[src/cbsr_pkg.sv]
// Shared types, constants and helpers for the cartridge bank switch registers.
package cbsr_pkg;

	localparam int PatternSlots   = 8;
	localparam int SlotIdxWidth   = $clog2(PatternSlots);
	localparam int AddrWidth      = 16;
	localparam int DataWidth      = 8;
	localparam int ProgBankWidth  = 4;
	localparam int MirrorWidth    = 2;
	localparam int PatBankWidth   = 8;
	localparam int CfgIndexWidth  = 2;
	localparam int CfgDataWidth   = 8;

	localparam int InBits         = AddrWidth + DataWidth;
	localparam int InTdataWidth   = ((InBits + 7) / 8) * 8;
	localparam int ResultBits     = 2 * ProgBankWidth + MirrorWidth + PatternSlots * PatBankWidth;
	localparam int OutTdataWidth  = ((ResultBits + 7) / 8) * 8;
	localparam int OutPadWidth    = OutTdataWidth - ResultBits;

	// top address nibble decodes
	localparam logic [3:0] PageProgram0     = 4'h8;
	localparam logic [3:0] PageMirror       = 4'h9;
	localparam logic [3:0] PageProgram1     = 4'hA;
	localparam logic [3:0] PagePatternFirst = 4'hB;
	localparam logic [3:0] PagePattern1     = 4'hC;
	localparam logic [3:0] PagePattern2     = 4'hD;
	localparam logic [3:0] PagePatternLast  = 4'hE;

	typedef enum logic [CfgIndexWidth-1:0] {
		CfgRevision   = 2'd0,
		CfgProgramMax = 2'd1,
		CfgPatternMax = 2'd2
	} cfg_index_t;

	localparam logic [CfgDataWidth-1:0] ProgramMaxReset = 8'd15;
	localparam logic [CfgDataWidth-1:0] PatternMaxReset = 8'd255;

	typedef struct packed {
		logic                                      revision;
		logic [CfgDataWidth-1:0]                   program_max;
		logic [CfgDataWidth-1:0]                   pattern_max;
	} cfg_t;

	typedef struct packed {
		logic [PatternSlots-1:0][PatBankWidth-1:0] pattern_bank;
		logic [MirrorWidth-1:0]                    mirror;
		logic [1:0][ProgBankWidth-1:0]             program_bank;
	} bank_state_t;

	function automatic bank_state_t bank_state_reset();
		bank_state_t s;
		s.program_bank[0] = ProgBankWidth'(0);
		s.program_bank[1] = ProgBankWidth'(1);
		s.mirror          = '0;
		for (int i = 0; i < PatternSlots; i++) begin
			s.pattern_bank[i] = PatBankWidth'(i);
		end
		return s;
	endfunction

	// over-limit values are folded back by masking with the limit
	function automatic logic [7:0] clamp_bank(input logic [7:0] v, input logic [7:0] limit);
		return (v > limit) ? (v & limit) : v;
	endfunction

endpackage

[src/cbsr_bank_update.sv]
// Address decode and next-state logic for one CPU write.
module cbsr_bank_update
	import cbsr_pkg::*;
(
	input  bank_state_t            cur,
	input  cfg_t                   cfg,
	input  logic [AddrWidth-1:0]   address,
	input  logic [DataWidth-1:0]   data,
	output bank_state_t            nxt
);

	logic [3:0]              page;
	logic [1:0]              low;
	logic [3:0]              page_off;
	logic [SlotIdxWidth-1:0] slot;
	logic [3:0]              nib;
	logic [7:0]              prog_v;
	logic [7:0]              pat_v;
	logic [7:0]              pat_cur;

	assign page     = address[15:12];
	// revision 1 swaps A0 and A1
	assign low      = cfg.revision ? {address[0], address[1]} : address[1:0];
	assign page_off = page - PagePatternFirst;
	assign slot     = {page_off[1:0], low[1]};
	assign nib      = cfg.revision ? data[4:1] : data[3:0];
	assign prog_v   = clamp_bank({4'h0, data[3:0]}, cfg.program_max);
	assign pat_cur  = cur.pattern_bank[slot];
	assign pat_v    = clamp_bank(low[0] ? {nib, pat_cur[3:0]} : {pat_cur[7:4], nib},
		cfg.pattern_max);

	always_comb begin
		nxt = cur;
		case (page)
			PageProgram0: begin
				nxt.program_bank[0] = prog_v[3:0];
			end
			PageProgram1: begin
				nxt.program_bank[1] = prog_v[3:0];
			end
			PageMirror: begin
				nxt.mirror = data[1:0];
			end
			PagePatternFirst, PagePattern1, PagePattern2, PagePatternLast: begin
				nxt.pattern_bank[slot] = pat_v;
			end
			default: begin
				nxt = cur;
			end
		endcase
	end

endmodule

[src/cartridge_bank_switch_registers_unit.sv]
// Top level: bank switch register file with stream input/output and config port.
// Each accepted CPU write (address, data) yields one result carrying every bank
// register after that write. One write is accepted per clock unless the output stalls.
// A write lands in the input register at its accepting edge. Decode and state update
// fill the result register once it is free, and the result is offered from there.
// The result register is freed as it is taken, so a new write enters while a
// finished result is still waiting. Configuration is always ready; cfg_index values
// beyond the third register are ignored.
module cartridge_bank_switch_registers_unit
	import cbsr_pkg::*;
(
	input  logic                     clk,
	input  logic                     arst_n,
	// config write channel
	input  logic                     cfg_valid,
	output logic                     cfg_ready,
	input  logic [CfgIndexWidth-1:0] cfg_index,
	input  logic [CfgDataWidth-1:0]  cfg_data,
	// CPU write stream
	input  logic                     s_axis_tvalid,
	output logic                     s_axis_tready,
	input  logic [InTdataWidth-1:0]  s_axis_tdata,   // address[15:0], data[23:16]
	// bank register stream
	output logic                     m_axis_tvalid,
	input  logic                     m_axis_tready,
	output logic [OutTdataWidth-1:0] m_axis_tdata    // program_bank_first[3:0],
	                                                 // program_bank_second[7:4],
	                                                 // mirroring_mode[9:8],
	                                                 // pattern_bank_0..7[73:10], zero pad
);

	cfg_t                 cfg_q;
	logic                 valid_s1;
	logic [AddrWidth-1:0] address_s1;
	logic [DataWidth-1:0] data_s1;
	bank_state_t          state_q;
	bank_state_t          state_nxt;
	bank_state_t          result_q;
	logic                 result_valid_q;
	logic                 result_free;
	logic                 advance;
	logic                 in_xact;

	assign cfg_ready     = 1'b1;
	assign result_free   = !result_valid_q || m_axis_tready;
	assign advance       = valid_s1 && result_free;
	assign s_axis_tready = !valid_s1 || result_free;
	assign in_xact       = s_axis_tvalid && s_axis_tready;

	always_ff @(posedge clk or negedge arst_n) begin
		if (!arst_n) begin
			cfg_q.revision    <= 1'b0;
			cfg_q.program_max <= ProgramMaxReset;
			cfg_q.pattern_max <= PatternMaxReset;
		end else if (cfg_valid) begin
			case (cfg_index)
				CfgRevision:   cfg_q.revision    <= cfg_data[0];
				CfgProgramMax: cfg_q.program_max <= cfg_data;
				CfgPatternMax: cfg_q.pattern_max <= cfg_data;
				default:       cfg_q             <= cfg_q;
			endcase
		end
	end

	// input register
	always_ff @(posedge clk or negedge arst_n) begin
		if (!arst_n) begin
			valid_s1 <= 1'b0;
		end else if (s_axis_tready) begin
			valid_s1 <= s_axis_tvalid;
		end
	end

	always_ff @(posedge clk) begin
		if (in_xact) begin
			address_s1 <= s_axis_tdata[AddrWidth-1:0];
			data_s1    <= s_axis_tdata[AddrWidth +: DataWidth];
		end
	end

	cbsr_bank_update u_update (
		.cur     (state_q),
		.cfg     (cfg_q),
		.address (address_s1),
		.data    (data_s1),
		.nxt     (state_nxt)
	);

	// bank state and result register
	always_ff @(posedge clk or negedge arst_n) begin
		if (!arst_n) begin
			state_q        <= bank_state_reset();
			result_valid_q <= 1'b0;
		end else begin
			if (advance) begin
				state_q <= state_nxt;
			end
			if (result_free) begin
				result_valid_q <= valid_s1;
			end
		end
	end

	always_ff @(posedge clk) begin
		if (advance) begin
			result_q <= state_nxt;
		end
	end

	assign m_axis_tvalid = result_valid_q;
	assign m_axis_tdata  = {{OutPadWidth{1'b0}}, result_q.pattern_bank, result_q.mirror,
		result_q.program_bank[1], result_q.program_bank[0]};

endmodule

[config.mk]
export PLATFORM = sky130hd
export DESIGN_NAME = cartridge_bank_switch_registers_unit
export DESIGN_NICKNAME = d
export VERILOG_FILES = /design/src/cbsr_pkg.sv /design/src/cbsr_bank_update.sv /design/src/cartridge_bank_switch_registers_unit.sv
export SDC_FILE = /design/constraint.sdc
export NUM_CORES = 1
export LEC_CHECK = 0
export BUFFER_PORTS_ARGS = -buffer_cell sky130_fd_sc_hd__buf_4
export CAP_MARGIN = 10
export CORE_ASPECT_RATIO = 2
export CORE_MARGIN = 2
export CORE_UTILIZATION = 45
export DETAILED_ROUTE_END_ITERATION = 10
export PLACE_DENSITY = 0.69
export SKIP_LAST_GASP = 1
export SYNTH_ARGS = -nofsm -noshare
export SYNTH_HDL_FRONTEND = slang
export SYNTH_HIERARCHICAL = 1
export SYNTH_SLANG_ARGS = --single-unit
export TNS_END_PERCENT = 20
[constraint.sdc]
create_clock -name clk -period 3.8 [get_ports clk]
set_clock_uncertainty 0.05 [all_clocks]
set_input_delay 0.19 -clock clk [delete_from_list [all_inputs] [get_ports clk]]
set_output_delay 0.19 -clock clk [all_outputs]
set_load 0.1 [all_outputs]
======== Word level (Yosys, flattened, before mapping) ========
Index checks and enable logic that the tools add are counted.
W data, S select, Z words.
storage, ports and cells
  word-level logic and storage cells ...... 71
  output and inout port bits .............. 83
  flip-flop bits (word level) ............. 188
  bits of input ports ..................... 39
operators by class
  magnitude comparators ................... 4
  eq/ne operators ......................... 9
  add/sub/neg operators ................... 1
  reductions and logical operators ........ 12
  mux-type cells .......................... 14
  bitwise operators ....................... 2
operators with widths
  cell                   number
  $bwmux W64             1
  $mux W64               1
  $mux W8                4
  $eq A4 B4 Y1 const B   7
  $bmux W8 S3            1
  $demux W8 S3           1
  $mux W4                4
  $and A8 B8 Y8          1
  $gt A4 B8 Y1           1
  $gt A8 B8 Y1           1
  $reduce_and A2 Y1      3
  $and A4 B4 Y4          1
  $lt A3 B4 Y1 const B   1
  $mux W2                2
  $reduce_or A4 Y1       1
  $ge A3 B1 Y1 const B   1
  $logic_and A1 B1 Y1    3
  $eq A2 B1 Y1 const B   1
  $eq A2 B2 Y1 const B   1
  $logic_not A1 Y1       2
  $logic_not A2 Y1       1
  $logic_or A1 B1 Y1     2
  $sub A2 B2 Y2 const B  1

======== Logic depth before layout (Yosys ltp) ========
Gate-level depths: netlist (run 1).
  depth after elaboration ................. 8
  mapped depth ............................ 16
  depth with buffers taken out ............ 15

======== Hierarchy ========
The synthesis (run 1) kept the hierarchy.
by module, submodules not included
  module                                cells an instance  sequential area each (um2)  times used  area an instance (um2)
  cartridge_bank_switch_registers_unit  309                5301.3                      1           6772.7
  cbsr_bank_update                      293                0.0                         1           2382.3

======== Least setup slack after synthesis (run 1) ========
Ideal clock, no wire load.
  kind .................................... register -> register
  start point ............................. register cfg_q[16] (netlist name)
  end point ............................... register state_q[19] (netlist name)
  data arrival time ....................... 3.552 ns
  slack ................................... 0.073 ns
  path buffers ............................ 2
  data required time ...................... 3.625 ns
  library setup time ...................... 0.125 ns
  period minus slack after synthesis ...... 3.727 ns
  cell stages (with the launch flop) ...... 15
  cell sequence ........................... dfrtp_1 buf_6 mux2i_4 buf_6 mux4_2 o21ai_1 nand3b_1 inv_1 ha_1 a21oi_1 o21ai_0 o22ai_4 mux2i_1 mux2_2 mux2_4
RTL lines
  element                 line                                        RTL
  from (decl)             cartridge_bank_switch_registers_unit.sv:32  cfg_t cfg_q;
  from (signal assigned)  cartridge_bank_switch_registers_unit.sv:60  default: cfg_q <= cfg_q;
  to (signal assigned)    cartridge_bank_switch_registers_unit.sv:92  state_q <= bank_state_reset();
  to (signal assigned)    cartridge_bank_switch_registers_unit.sv:96  state_q <= state_nxt;
  to (decl)               cartridge_bank_switch_registers_unit.sv:36  bank_state_t state_q;

==> run summary, run 1 <==
ROUTING
--------------------------------------------------------------------------------------------------------
Via count of the routed design ............................................................        5,337
Vias/cell .................................................................................         5.24
Detailed-route DRC error count ............................................................            0
WL/cell ...................................................................................      20.1 um
Total Wirelength ..........................................................................      20.5 mm
1st-iter DRT viols ........................................................................          238
Post-detailed-route count of antenna-violating nets .......................................            0
First drt pass iteration count ............................................................            4

LOGIC SYNTHESIS
--------------------------------------------------------------------------------------------------------
Number of warning messages in the yosys log ...............................................            6
Syn_area_per_cell .........................................................................   14.9 sq um
Gate count after technology mapping .......................................................          589
Cell area after synthesis .................................................................   8760 sq um

GRT
--------------------------------------------------------------------------------------------------------
Remaining Overflow, GRT ...................................................................            0
Via count of the first global-routing pass ................................................        5,766
Initial antenna violation count ...........................................................            0
First-pass GRT wire length ................................................................      31.8 mm
GR Util All Layers ........................................................................        0.208
Pin count of the biggest net entering global routing ......................................           78

CTS
--------------------------------------------------------------------------------------------------------
Number of sinks handled by clock tree synthesis ...........................................          178
Depth of the CTS H-tree ...................................................................            4
Worst-case clock buffer depth .............................................................            2
Clock tree from TritonCTS .................................................................        built
TritonCTS Buffers .........................................................................           17
Clk root buf .............................................................................. sky130_fd_sc_hd__clkbuf_16
Post-CTS clock slew at the launch and capture registers of the worst setup and hold paths .        70 ps
Clock Latency Late Sink ...................................................................       440 ps

CELLS AND AREA
--------------------------------------------------------------------------------------------------------
Number of inserted filler cells in the final layout .......................................        1,546
Nets ......................................................................................          815
Ant diodes ................................................................................            0
Footprint of the multi-input gates ........................................................   3650 sq um
Area delta synth->final ...................................................................        25.2%
Share of post-route cells with drive strength above 1 .....................................        0.493
Footprint of the flip-flops and latches ...................................................   4910 sq um
Post-route cell area ...................................................................... 11,000 sq um

TIMING
--------------------------------------------------------------------------------------------------------
Unrepaired setup endpoints after global routing ...........................................          yes
Measured slew at the worst slew-check pin .................................................      1110 ps
Worst rel slew slack ......................................................................        0.259
PnR worst setup slack .....................................................................      4.08 ps
Minimum clock period after layout .........................................................      3800 ps
Final-report hold violation count .........................................................            0
Fin Setup TNS .............................................................................         0 ps
Max Freq ..................................................................................    0.263 GHz
Final number of max-transition violations .................................................            0
Final number of setup-violating endpoints .................................................            0
Final worst-path cycle share ..............................................................        0.999

CRITICAL PATH
--------------------------------------------------------------------------------------------------------
Register-to-Register Setup Slack ..........................................................         4 ps
RR Startpoint .............................................................................    cfg_q[16]
Endpoint type of the worst setup path .....................................................     register
Endpoint of the worst register-to-register path ...........................................  state_q[49]
Startpoint-to-endpoint class of the critical path ......................................... register to register
Worst EP required .........................................................................      4080 ps
Worst-case reg-to-reg path depth ..........................................................           15
Kind of start point of the critical path ..................................................     register
Data arrival time of the critical path ....................................................      4080 ps
Peak fanout along the critical path .......................................................            8

DIE
--------------------------------------------------------------------------------------------------------
Placeable core region ..................................................................... 19,200 sq um
Initial Util ..............................................................................        0.457
Ports placed on the boundary ..............................................................          122
Standard-cell row count ...................................................................           72
Die width .................................................................................       103 um
Die Span Y ................................................................................       201 um
Die footprint ............................................................................. 20,700 sq um

PLACED DESIGN
--------------------------------------------------------------------------------------------------------
Placed wire-length estimate after detailed placement ......................................      14.5 mm
Placed cell area ..........................................................................   9900 sq um
Final Wtd Congestion ......................................................................        0.829
Pre-CTS worst setup slack .................................................................      -130 ps
PortBufs ..................................................................................          101

POWER AND IR DROP
--------------------------------------------------------------------------------------------------------
Power density over cell area ..............................................................  816 nW/um^2
Leakage power .............................................................................      4.91 nW
Maximum vdd ir drop .......................................................................     0.578 mV

WORST HOLD PATH
--------------------------------------------------------------------------------------------------------
Class of the worst hold path .............................................................. primary input to register
Startpoint of the tightest hold check path ................................................ m_axis_tready
Cells on Worst Hold Path ..................................................................            3
Hold worst-path end ....................................................................... m_axis_tvalid

RUN
--------------------------------------------------------------------------------------------------------
Max-cap violation count ...................................................................            0

STATUS
--------------------------------------------------------------------------------------------------------
Status .................................................................................... finished, final reports clean

## flip-flops by register name (all words and copies together), names as in the netlist
register	cells
cfg_q	17
data_s1	5
valid_s1	1
m_axis_tvalid	1
state_q	74
m_axis_tdata	74
address_s1	6
## metal layers
| metal | global-route usage | up-vias | part of all wire |
|---|---|---|---|
| met2 | 0.381 | 132 | 0.58 |
| met3 | 0.0389 | 29 | 0.028 |
| li1 | - | 2440 | - |
| met4 | 0.0848 | 0 | 0.026 |
| met1 | 0.227 | 2736 | 0.37 |
| met5 | 0 | - | 0 |
## worst max-delay path by stage
stage	slack [ps]	cells after the start	startpoint	endpoint
after floorplan	70	14	cfg_q[16]	state_q[19]
after global placement	-120	16	cfg_q[16]	state_q[10]
after detailed placement	-130	16	cfg_q[16]	state_q[26]
after CTS	-80	16	cfg_q[16]	state_q[57]
after global routing	-130	16	cfg_q[16]	state_q[57]
final	4	15	cfg_q[16]	state_q[49]
## stage by stage
stage	power (mW)	utilization	hold WS (ps)	std cells
5_1_grt	9.32	0.572	21.7	1019
6_report	8.95	0.572	15.6	1019
3_3_place_gp	6.70	0.516	319	960
2_1_floorplan	5.86	-	-156	594
4_1_cts	8.89	0.566	6.25	1017
3_5_place_dp	6.82	0.516	320	960
## worst max-delay path, stage by stage, from the launching register on
cell and delay, ps:
sky130_fd_sc_hd__dfrtp_1 410, sky130_fd_sc_hd__mux2i_4 320, sky130_fd_sc_hd__buf_12 160, sky130_fd_sc_hd__mux4_2 520
sky130_fd_sc_hd__o21ai_1 120, sky130_fd_sc_hd__nand3b_1 190, sky130_fd_sc_hd__inv_1 100, sky130_fd_sc_hd__ha_1 300
sky130_fd_sc_hd__o211ai_1 130, sky130_fd_sc_hd__a21oi_2 190, sky130_fd_sc_hd__o22ai_4 100, sky130_fd_sc_hd__buf_6 150
sky130_fd_sc_hd__buf_12 120, sky130_fd_sc_hd__mux2i_4 230, sky130_fd_sc_hd__mux2_4 330, sky130_fd_sc_hd__mux2_2 270
## area by class of cell
class                      count  share of cell area
sequential                   178               0.448
multi-input combinational    361               0.333
timing repair buffer         158               0.121
clock buffer                  19              0.0404
tap                          259              0.0295
clock inverter                13              0.0180
inverter                      31              0.0106
## where the power goes
group | leakage (nW) | switching, mW | internal, mW
clock network | 0.309 | 0.769 | 1.13
logic | 2.61 | 2.38 | 1.54
registers | 1.99 | 0.372 | 2.76
total | 4.91 | 3.52 | 5.43
## repair_timing
item / 4_1_cts / 5_1_grt
hold buffers: 21 / 0
setup endpoints to repair: 85 / 128
gates resized for setup: 14 / 21
hold endpoints to repair: 89 / 0
setup buffers: 6 / 2
pin swaps: 3 / 4
## placed cells by master (no fill, tap or decap), types with 5 or more instances in the layout
cell type / count
sky130_fd_sc_hd__mux4_2: 8
sky130_fd_sc_hd__nand2b_1: 6
sky130_fd_sc_hd__o21ai_0: 11
sky130_fd_sc_hd__nand3_1: 15
sky130_fd_sc_hd__mux2i_4: 5
sky130_fd_sc_hd__edfxtp_1: 85
sky130_fd_sc_hd__mux2_4: 71
sky130_fd_sc_hd__nand2_1: 49
sky130_fd_sc_hd__mux2i_1: 11
sky130_fd_sc_hd__o21ai_1: 6
sky130_fd_sc_hd__dfrtp_1: 68
sky130_fd_sc_hd__ha_1: 27
sky130_fd_sc_hd__buf_12: 6
sky130_fd_sc_hd__dlygate4sd3_1: 21
sky130_fd_sc_hd__nor2_1: 8
sky130_fd_sc_hd__nand3b_1: 12
sky130_fd_sc_hd__mux2_2: 87
sky130_fd_sc_hd__conb_1: 7
sky130_fd_sc_hd__inv_1: 29
sky130_fd_sc_hd__clkbuf_16: 17
sky130_fd_sc_hd__dfstp_2: 25
sky130_fd_sc_hd__buf_4: 128
Note: power is estimated with default switching activity, not from simulation.
==> inputs of run 2 (changes only) <==
--- a/config.mk
+++ b/config.mk
@@ -9,9 +9,9 @@
 export CAP_MARGIN = 10
 export CORE_ASPECT_RATIO = 2
 export CORE_MARGIN = 2
-export CORE_UTILIZATION = 45
+export CORE_UTILIZATION = 53
 export DETAILED_ROUTE_END_ITERATION = 10
-export PLACE_DENSITY = 0.69
+export PLACE_DENSITY = 0.79
 export SKIP_LAST_GASP = 1
 export SYNTH_ARGS = -nofsm -noshare
 export SYNTH_HDL_FRONTEND = slang
==> run 2 against run 1 <==
Against the previous run:
- the flow now finishes with violations (negative setup slack)
- via count increased by 2.9%
- worst setup slack got worse by 170 ps
- wire length increased by 1.8%
- power decreased by 0.90%
- largest power group unchanged
- design area decreased by 0.70%
- non-clock buffer count increased by 7
- critical path type unchanged
==> run summary, run 2 (synthesis results as in run 1) <==
RUN
--------------------------------------------------------------------------------------------------------
Max-cap violation count ...................................................................            0

DIE
--------------------------------------------------------------------------------------------------------
Die footprint ............................................................................. 17,600 sq um
Initial Util ..............................................................................        0.539
Placeable core region ..................................................................... 16,300 sq um
Ports placed on the boundary ..............................................................          122
Die Span Y ................................................................................       186 um
Standard-cell row count ...................................................................           66
Die width .................................................................................      94.9 um

TIMING
--------------------------------------------------------------------------------------------------------
Max Freq ..................................................................................    0.252 GHz
Minimum clock period after layout .........................................................      3960 ps
Final worst-path cycle share ..............................................................         1.04
PnR worst setup slack .....................................................................      -163 ps
Unrepaired setup endpoints after global routing ...........................................          yes
Final number of setup-violating endpoints .................................................           63
Final-report hold violation count .........................................................            0
Worst rel slew slack ......................................................................        0.244
Measured slew at the worst slew-check pin .................................................      1130 ps
Final number of max-transition violations .................................................            0

CRITICAL PATH
--------------------------------------------------------------------------------------------------------
Kind of start point of the critical path ..................................................     register
Worst EP required .........................................................................      4070 ps
Startpoint-to-endpoint class of the critical path ......................................... register to register
Delay-heaviest family, CP ................................................................. multiplexers
Endpoint type of the worst setup path .....................................................     register
Crit path top cell by count ............................................................... sky130_fd_sc_hd__buf_6
CP Buf/Inv Count ..........................................................................            6
Critical-path cell with the highest stage delay ........................................... sky130_fd_sc_hd__mux4_2
Cells along the critical path ............................................................. mux2i_4 > buf_12 > buf_4 > mux4_2 > o21ai_1 > nand3b_1 > inv_2 > ha_4 > o211ai_1 > a21oi_2 > o22ai_4 > buf_6 > buf_6 > mux2i_4 > buf_6 > mux2_4 > mux2_4
Peak fanout along the critical path .......................................................            7
Largest incremental delay on the critical path ............................................       510 ps
Register-to-Register Setup Slack ..........................................................      -160 ps
Data arrival time of the critical path ....................................................      4230 ps

CTS
--------------------------------------------------------------------------------------------------------
Clk root buf .............................................................................. sky130_fd_sc_hd__clkbuf_16
Post-CTS clock slew at the launch and capture registers of the worst setup and hold paths .        70 ps
Number of sinks handled by clock tree synthesis ...........................................          178
Depth of the CTS H-tree ...................................................................            4
Clock tree from TritonCTS .................................................................        built
Clock Latency Late Sink ...................................................................       440 ps
Worst-case clock buffer depth .............................................................            2
TritonCTS Buffers .........................................................................           17

PLACED DESIGN
--------------------------------------------------------------------------------------------------------
Final Wtd Congestion ......................................................................        0.878
Placed wire-length estimate after detailed placement ......................................      14.2 mm
PortBufs ..................................................................................          101
Pre-CTS worst setup slack .................................................................      -218 ps

POWER AND IR DROP
--------------------------------------------------------------------------------------------------------
Sw frac ...................................................................................        0.412
Power density over cell area ..............................................................  814 nW/um^2
Sequential share of power .................................................................        0.353
Leakage power .............................................................................      4.92 nW
Share of total power in the clock network .................................................        0.195
Maximum vdd ir drop .......................................................................     0.465 mV
Int Power .................................................................................      5.22 mW
Relative contribution of combinational cells to total power ...............................        0.452
Switching power summed over all nets ......................................................      3.65 mW

ROUTING
--------------------------------------------------------------------------------------------------------
Detailed-route DRC error count ............................................................            0
First drt pass iteration count ............................................................            5
Post-detailed-route count of antenna-violating nets .......................................            0
Total Wirelength ..........................................................................      20.8 mm
WL/cell ...................................................................................      21.4 um
Detailed-routed wire length on met2 .......................................................      11.6 mm
Vias/cell .................................................................................         5.66
Uppermost layer routed ....................................................................         met4
WL met1 ...................................................................................      7.45 mm
Routed length on met3 .....................................................................       699 um
Via count of the routed design ............................................................        5,494
1st-iter DRT viols ........................................................................          336

GRT
--------------------------------------------------------------------------------------------------------
Via count of the first global-routing pass ................................................        5,960
First-pass GRT wire length ................................................................      32.1 mm
Pin count of the biggest net entering global routing ......................................           75
Initial antenna violation count ...........................................................            0
Remaining Overflow, GRT ...................................................................            0
GR Util All Layers ........................................................................        0.247

CELLS AND AREA
--------------------------------------------------------------------------------------------------------
Ant diodes ................................................................................            0
Top library cells by usage in the layout, fill and taps aside ............................. 135 x sky130_fd_sc_hd__buf_4, 86 x sky130_fd_sc_hd__mux2_2, 85 x sky130_fd_sc_hd__edfxtp_1
Share of post-route cells with drive strength above 1 .....................................        0.503
Area delta synth->final ...................................................................        24.3%
Nets ......................................................................................          822
Core Util, Final ..........................................................................        0.670
Commonest non-fill, non-tap cell in the layout ............................................ sky130_fd_sc_hd__buf_4

WORST HOLD PATH
--------------------------------------------------------------------------------------------------------
Class of the worst hold path .............................................................. primary input to register

STATUS
--------------------------------------------------------------------------------------------------------
Status .................................................................................... complete, but fails checks
Failing checks ............................................................................ negative setup slack

[run 2: cell count changes in the layout (fill, tap and decap cells not counted), sizes merged]
cell	before	now
inv	35	41
clkinv	4	5
bufinv	4	0
clkinvlp	1	0
buf	137	144
clkbuf	19	17
[run 2: final cells by class]
type	count	area [sq um]
timing repair buffer	165	1350
tap	204	255
clock inverter	15	163
fill	1062	5370
multi-input combinational	361	3670
inverter	31	116
sequential	178	4910
clock buffer	17	425
[run 2: worst register-to-register path: cells and delay by family (launching register included)]
| kind | cells | cell delay, ps |
|---|---|---|
| buffers and inverters | 6 | 760 |
| flip-flops | 1 | 410 |
| adder cells (fa/ha/maj) | 1 | 270 |
| AND/OR/NAND/NOR | 1 | 160 |
| multiplexers | 5 | 1570 |
| AO/OA/AOI/OAI | 4 | 640 |
[run 2: final timing paths]
| path | startpoint | to | cells after the start |
|---|---|---|---|
| hold reg to reg | state_q[5] | state_q[5] | 1 |
| setup reg to reg | cfg_q[16] | state_q[36] | 17 |
| max in group asynchronous | arst_n | cfg_q[6] | 3 |
| min in group asynchronous | arst_n | m_axis_tvalid | 2 |
| hold / removal | m_axis_tready | m_axis_tvalid | 3 |
| setup / recovery | cfg_q[16] | state_q[36] | 17 |
[run 2: timing repair]
item,CTS,global route
resized for setup,17,28
endpoints found under the hold margin,84,0
pin swaps,3,5
gates cloned,0,0
setup buffers,5,10
endpoints found under the setup margin,81,128
hold buffers,21,0
[run 2: layer usage]
layer	vias to the layer above	global-route usage
met1	2763	0.276
met4	0	0.147
met2	197	0.438
li1	2468	-
met5	-	0
met3	66	0.0344
[run 2: power by group through the flow]
stage / Combinational (mW) / Clock, mW / Sequential (mW)
after global routing: 4.19 / 1.85 / 3.20
after global placement: 3.56 / 0 / 3.10
after CTS: 3.78 / 1.76 / 3.12
after floorplan: 1.55 / 0 / 4.31
after detailed placement: 3.67 / 0 / 3.14
final: 4.00 / 1.73 / 3.13
[run 2: metrics by stage]
stage                     hold slack (ps)  setup TNS, ps  area [sq um]  power, mW  cells
after global routing                 11.1         -16530         10900       9.23    971
after floorplan                      -156              0          8780       5.86    594
after global placement                320           -694          9820       6.66    906
final                                14.5          -4190         10900       8.87    971
after CTS                            8.79          -2030         10700       8.66    964
after detailed placement              321          -5010          9820       6.81    906
